==> src/hdl/nbd_pkg.sv <==
`default_nettype none

package nbd_pkg;

  // Store geometry
  localparam int unsigned MAX_PARTICLES = 64;
  localparam int unsigned IDX_W         = $clog2(MAX_PARTICLES);
  localparam int unsigned CNT_W         = $clog2(MAX_PARTICLES + 1);
  localparam int unsigned STORE_W       = 96;

  // Configuration register indexes and reset values
  localparam int unsigned           CFG_IDX_W = 1;
  localparam logic [CFG_IDX_W-1:0]  CFG_GRAV  = 1'b0;
  localparam logic [CFG_IDX_W-1:0]  CFG_SOFT  = 1'b1;
  localparam logic [31:0]           GRAV_RST  = 32'd65536;
  localparam logic [31:0]           SOFT_RST  = 32'd655;

  // Datapath widths
  localparam int unsigned MAG_W      = 33;   // |dx|, |dy|
  localparam int unsigned R2_W       = 67;   // dx^2 + dy^2 + eps^2
  localparam int unsigned ROOT_W     = 34;   // floor(sqrt(r2))
  localparam int unsigned PROD_W     = 100;  // widest product (denominator)
  localparam int unsigned NUM_W      = 96;   // G*m*|d|
  localparam int unsigned FRAC_W     = 16;
  localparam int unsigned QUO_W      = 57;   // quotient bits kept, cap is 2^56
  localparam int unsigned HI_W       = NUM_W + FRAC_W - QUO_W;
  localparam int unsigned TERM_W     = QUO_W + 1;
  localparam int unsigned SUM_W      = 64;
  localparam int unsigned SQRT_STEPS = ROOT_W;
  localparam int unsigned DIV_STEPS  = QUO_W;
  localparam int unsigned SQ_CW      = $clog2(SQRT_STEPS + 1);
  localparam int unsigned DV_CW      = $clog2(DIV_STEPS + 1);

  typedef struct packed {
    logic signed [31:0] pos_x;
    logic signed [31:0] pos_y;
    logic        [31:0] body_mass;
    logic               last_particle;
  } nbd_in_t;

  typedef struct packed {
    logic signed [31:0] acc_x;
    logic signed [31:0] acc_y;
    logic               saturated;
    logic               last_result;
  } nbd_out_t;

  typedef enum logic [2:0] {
    MOP_EPS,
    MOP_DX2,
    MOP_DY2,
    MOP_GM,
    MOP_DEN,
    MOP_NX,
    MOP_NY
  } mul_op_e;

  typedef enum logic [4:0] {
    S_IDLE,
    S_EPS,
    S_ROW,
    S_TGT,
    S_PAIR,
    S_SRC,
    S_LDX,
    S_DX2,
    S_DY2,
    S_CHK,
    S_SQRT,
    S_DEN,
    S_NX,
    S_NY,
    S_DIV,
    S_NEXT,
    S_OUT
  } nbd_state_e;

  typedef struct packed {
    logic             wr_en;
    logic             rd_en;
    logic [IDX_W-1:0] addr;
    logic             ld_tgt;
    logic             ld_src;
    logic             mul_go;
    mul_op_e          mul_op;
    logic             sqrt_go;
    logic             div_go;
    logic             acc_clr;
    logic             acc_add;
  } nbd_cmd_t;

  typedef struct packed {
    logic mul_busy;
    logic sqrt_busy;
    logic div_busy;
    logic r2_zero;
  } nbd_sts_t;

endpackage

`default_nettype wire

==> src/hdl/nbd_ctrl.sv <==
`default_nettype none

module nbd_ctrl (
  input  logic              clk_i,
  input  logic              rst_ni,
  input  logic              in_valid_i,
  input  logic              in_last_i,
  output logic              in_stall_o,
  output logic              out_valid_o,
  input  logic              out_stall_i,
  output logic              out_last_o,
  output nbd_pkg::nbd_cmd_t cmd_o,
  input  nbd_pkg::nbd_sts_t sts_i
);
  import nbd_pkg::*;

  nbd_state_e       state_q, state_d;
  logic [CNT_W-1:0] cnt_q, cnt_d;
  logic [IDX_W-1:0] i_q, i_d, j_q, j_d;
  logic [CNT_W-1:0] last_idx;
  logic             i_last, j_last;

  assign last_idx = cnt_q - CNT_W'(1);
  assign i_last   = (CNT_W'(i_q) == last_idx);
  assign j_last   = (CNT_W'(j_q) == last_idx);

  // State and index registers
  always_ff @(posedge clk_i or negedge rst_ni) begin
    if (!rst_ni) begin
      state_q <= S_IDLE;
      cnt_q   <= '0;
      i_q     <= '0;
      j_q     <= '0;
    end else begin
      state_q <= state_d;
      cnt_q   <= cnt_d;
      i_q     <= i_d;
      j_q     <= j_d;
    end
  end

  // Next state and datapath commands
  always_comb begin
    state_d     = state_q;
    cnt_d       = cnt_q;
    i_d         = i_q;
    j_d         = j_q;
    cmd_o       = '0;
    in_stall_o  = 1'b1;
    out_valid_o = 1'b0;
    out_last_o  = i_last;
    case (state_q)
      S_IDLE: begin
        in_stall_o = 1'b0;
        if (in_valid_i) begin
          // store the beat unless full
          if (cnt_q < CNT_W'(MAX_PARTICLES)) begin
            cmd_o.wr_en = 1'b1;
            cmd_o.addr  = cnt_q[IDX_W-1:0];
            cnt_d       = cnt_q + CNT_W'(1);
          end
          if (in_last_i) begin
            cmd_o.mul_go = 1'b1;
            cmd_o.mul_op = MOP_EPS;
            state_d      = S_EPS;
          end
        end
      end
      S_EPS: begin
        if (!sts_i.mul_busy) begin
          i_d     = '0;
          state_d = S_ROW;
        end
      end
      S_ROW: begin
        cmd_o.rd_en = 1'b1;
        cmd_o.addr  = i_q;
        state_d     = S_TGT;
      end
      S_TGT: begin
        cmd_o.ld_tgt  = 1'b1;
        cmd_o.acc_clr = 1'b1;
        j_d           = '0;
        state_d       = S_PAIR;
      end
      S_PAIR: begin
        // skip the self pair
        if (j_q == i_q) begin
          state_d = S_NEXT;
        end else begin
          cmd_o.rd_en = 1'b1;
          cmd_o.addr  = j_q;
          state_d     = S_SRC;
        end
      end
      S_SRC: begin
        cmd_o.ld_src = 1'b1;
        state_d      = S_LDX;
      end
      S_LDX: begin
        cmd_o.mul_go = 1'b1;
        cmd_o.mul_op = MOP_DX2;
        state_d      = S_DX2;
      end
      S_DX2: begin
        if (!sts_i.mul_busy) begin
          cmd_o.mul_go = 1'b1;
          cmd_o.mul_op = MOP_DY2;
          state_d      = S_DY2;
        end
      end
      S_DY2: begin
        if (!sts_i.mul_busy) begin
          state_d = S_CHK;
        end
      end
      S_CHK: begin
        // drop a coincident pair without softening
        if (sts_i.r2_zero) begin
          state_d = S_NEXT;
        end else begin
          cmd_o.sqrt_go = 1'b1;
          cmd_o.mul_go  = 1'b1;
          cmd_o.mul_op  = MOP_GM;
          state_d       = S_SQRT;
        end
      end
      S_SQRT: begin
        if (!sts_i.mul_busy && !sts_i.sqrt_busy) begin
          cmd_o.mul_go = 1'b1;
          cmd_o.mul_op = MOP_DEN;
          state_d      = S_DEN;
        end
      end
      S_DEN: begin
        if (!sts_i.mul_busy) begin
          cmd_o.mul_go = 1'b1;
          cmd_o.mul_op = MOP_NX;
          state_d      = S_NX;
        end
      end
      S_NX: begin
        if (!sts_i.mul_busy) begin
          cmd_o.mul_go = 1'b1;
          cmd_o.mul_op = MOP_NY;
          state_d      = S_NY;
        end
      end
      S_NY: begin
        if (!sts_i.mul_busy) begin
          cmd_o.div_go = 1'b1;
          state_d      = S_DIV;
        end
      end
      S_DIV: begin
        if (!sts_i.div_busy) begin
          cmd_o.acc_add = 1'b1;
          state_d       = S_NEXT;
        end
      end
      S_NEXT: begin
        if (j_last) begin
          state_d = S_OUT;
        end else begin
          j_d     = j_q + IDX_W'(1);
          state_d = S_PAIR;
        end
      end
      S_OUT: begin
        out_valid_o = 1'b1;
        if (!out_stall_i) begin
          if (i_last) begin
            cnt_d   = '0;
            state_d = S_IDLE;
          end else begin
            i_d     = i_q + IDX_W'(1);
            state_d = S_ROW;
          end
        end
      end
      default: begin
        state_d = S_IDLE;
      end
    endcase
  end

endmodule

`default_nettype wire

==> config.mk <==
export PLATFORM = sky130hd
export DESIGN_NAME = nbd_ctrl
export DESIGN_NICKNAME = d
export VERILOG_FILES = /design/src/hdl/nbd_pkg.sv /design/src/hdl/nbd_ctrl.sv
export SDC_FILE = /design/constraint.sdc
export NUM_CORES = 1
export LEC_CHECK = 0
export BUFFER_PORTS_ARGS = -buffer_cell sky130_fd_sc_hd__clkbuf_2
export CELL_PAD_IN_SITES_DETAIL_PLACEMENT = 0
export CELL_PAD_IN_SITES_GLOBAL_PLACEMENT = 2
export CORE_MARGIN = 2
export CORE_UTILIZATION = 25
export CTS_CLUSTER_DIAMETER = 150
export DETAILED_ROUTE_END_ITERATION = 10
export PLACE_DENSITY_LB_ADDON = 0.15
export SYNTH_ARGS = -nofsm -noshare
export SYNTH_HDL_FRONTEND = slang
export SYNTH_SLANG_ARGS = --single-unit
==> constraint.sdc <==
create_clock -name clk_i -period 7.3 [get_ports clk_i]
set_input_delay 0.365 -clock clk_i [delete_from_list [all_inputs] [get_ports clk_i]]
set_output_delay 0.365 -clock clk_i [all_outputs]
set_load 0.1 [all_outputs]
==> impl_metrics.tcl <==
set metrics [dict create \
    syn_area_sq_um 2100 \
    clkLatencyLatePin_ps 270 \
    critPathRequiredTime_ps 6930 \
    rsz0062_at_grt "false" \
    cp_max_fo 12 \
    route.antenna.remaining_nets 0 \
    initial_core_util_pct 25.7 \
    ys.warnings.count 0 \
    antenna_cells 0 \
    dieArea_sq_um 9150 \
    skew_ps 5.83 \
    vias 2046 \
    io_pins 30 \
    layout_common_cells "nand2_1 (31), clkbuf_2 (29), dfrtp_1 (24)" \
    drt_iter0_markers 94 \
    seq_area_frac_synth_pct 28.6 \
    grt-ovfl-total 0 \
    slowest_delay_ps 520 \
    dominantRegCellSynth "dfrtp_1" \
    final_common_cell "nand2_1" \
    nFillCells 918 \
    crit_arrival_ps 3080 \
    finalPower_w 0.000946 \
    power_density_nw_per_um2 399 \
    die_w_um 95.7 \
    placed_area_sq_um 2300 \
    grt_pass1_vias 2009 \
    clock_sinks 24 \
    grtUsageTotal_pct 15.2 \
    finalCriticalPeriod_ps 3440 \
    drv_cap 0 \
    core-area_sq_um 8180 \
    post_drt_wl_per_cell_um 17.1 \
    synth_area_per_cell_sq_um 7.75 \
    multi_input_area_sq_um 1330 \
    max_freq_mhz 291 \
    rows 33 \
    slew_violations 0 \
    status "complete, no violations" \
    grt_pass1_wl_um 10800 \
    grt_max_degree 25 \
    drt_first_pass_iters 4 \
    dp_hpwl_um 4980 \
    final-setup-viol-count 0 \
    hold_ws_ps 106 \
    area_delta_synth_final_pct 12.8 \
    port_buffers 29 \
    fin_setup_tns_ps 0 \
    ys_seq_elements 24 \
    layout_setup_ws_ps 3860 \
    seq_area_sq_um 601 \
    cts_tree "built" \
    hp-class "in -> async" \
    via_per_inst 5.26 \
    wirelength_um 6650 \
    cts_resized 0 \
    drc 0 \
    max-slew-margin-rel_pct 49.1 \
    antenna_found_initial 0 \
    synthesis.nets 284 \
    worstSetupPathType "reg -> out" \
    startpoint_type "flop" \
    finalCritPeriodShare_pct 47.2 \
    peakVddDrop_mv 0.150 \
    htree_levels 1 \
    crit_top_cell "inv_1" \
    fp.dieH_um 95.7 \
    critPathSlowestCell "nand4b_1" \
    async_flop_share_pct 100 \
    fin_area_sq_um 2370 \
    cts-root-buf "clkbuf_8" \
    worst_pin_slew_ps 761 \
    cts.clk_slew.worst_paths_ps 100 \
    hold_violations 0 \
    pre_cts_ws_ps 4190 \
    synth_cells 271 \
    synthDistinctLibCells 50 \
    layout-drive-gt1-share_pct 15.1 \
    p_leak_nw 1.13 \
    clk_path_buf_depth 2 \
    worstPathCellList "inv_1 > ha_1 > or3b_4 > mux2i_1 > nor4_1 > nand4b_1 > inv_1 > clkbuf_2" \
    post_cts_buffers 0 \
    finalNetCount 298 \
    cts_inserted_buffers 3 \
    crit_path_end_kind "output port" \
    synth_edf_count 0 \
    globalplace.congestion 0.813 \
    postCtsHoldBufs 0 \
]
-- power by group --
| group | total, W | switching, W | internal [W] |
|---|---|---|---|
| clock | 0.000122 | 0.0000483 | 0.0000734 |
| sequential | 0.000256 | 0.0000939 | 0.000162 |
| combinational | 0.000568 | 0.000400 | 0.000169 |
| total | 0.000946 | 0.000542 | 0.000404 |
-- per-stage QoR --
stage | std cells | utilization, %
floorplan | 271 | -
global placement | 385 | 28.1
detailed placement | 385 | 28.1
CTS | 389 | 29.0
global route | 389 | 29.0
finish | 389 | 29.0
-- synth_stat cells, types with 2 or more instances --
cell type  count  area share (%)
nand3_1       12             2.9
clkbuf_1      13             2.3
o211ai_1       3             1.1
o31ai_1        4             1.4
a21oi_1       17             4.0
a31oi_1        7             2.1
and3_1         4             1.2
nor4_2         2             1.2
xnor2_1        5             2.1
xor2_1        13             5.4
a22oi_1        2            0.71
or3_1          3            0.89
nor2_1        19             3.4
nand4b_1       2            0.83
buf_1          4            0.71
inv_1         22             3.9
o31a_1         2            0.83
nor3_1        10             2.4
mux2i_1        9             4.3
a32oi_1        2            0.83
ha_1           4             2.4
nand2_1       31             5.5
nand4_1        3            0.89
nor4_1         4             1.2
nand2b_1       5             1.5
buf_2          3            0.71
o311ai_0       2            0.83
a311oi_1       2            0.83
nand3b_1       2            0.71
dfrtp_1       24              29
nor4b_1        2            0.83
a222oi_1       5             2.4
a21o_1         3             1.1
or2_2          3            0.89
o21ai_0        8             1.9
-- cell families (layout without fill, tap and decap cells) --
family	after synthesis	after routing	synth area share [%]
compound gates	67	67	22.2
fa+ha+maj	4	4	2.38
xor+xnor	19	19	8.58
buf+inv	43	56	8.04
mux	9	9	4.29
simple gates	105	105	25.9
flops	24	24	28.6
-- critical path, delay by kind of cell, from the launching register on --
family        cells  cell delay [ps]
buf+inv           3              740
fa+ha+maj         1              230
simple gates      3             1180
mux               1              130
flops             1              500
-- layer usage --
| layer | vias to the layer above | global-route usage, % | share of wire, % |
|---|---|---|---|
| li1 | 1007 | - | - |
| met1 | 997 | 21.4 | 49 |
| met2 | 40 | 25.5 | 48 |
| met3 | 2 | 1.90 | 3.4 |
| met4 | 0 | 1.79 | 0.36 |
| met5 | - | 0 | 0 |
-- area by class of cell --
cell class | instances | area share [%]
tap | 105 | 5.54
inverter | 22 | 3.48
sequential | 24 | 25.3
multi-input combinational | 204 | 56.2
timing repair buffer | 30 | 6.44
clock inverter | 1 | 1.27
clock buffer | 3 | 1.74
-- state kept, by name, summed over array words and instances (netlist names) --
signal	flops
cnt_q	7
i_q	6
state_q	5
j_q	6
-- worst paths after layout --
path                                 startpoint                      to  slack (ps)  depth (start not counted)
max in group asynchronous                rst_ni  state_q[3]$_DFFE_PN0P_        6760                          1
hold / removal                           rst_ni    cnt_q[5]$_DFFE_PN0P_         110                          1
setup reg to reg           cnt_q[0]$_DFFE_PN0P_      i_q[1]$_DFFE_PN0P_        4450                          8
min in group clk_i                  out_stall_i    cnt_q[1]$_DFFE_PN0P_         480                          3
hold reg to reg              i_q[5]$_DFFE_PN0P_      i_q[5]$_DFFE_PN0P_         600                          1
setup / recovery           cnt_q[0]$_DFFE_PN0P_              out_last_o        3860                          8
Power figures use the tool's default switching activity.
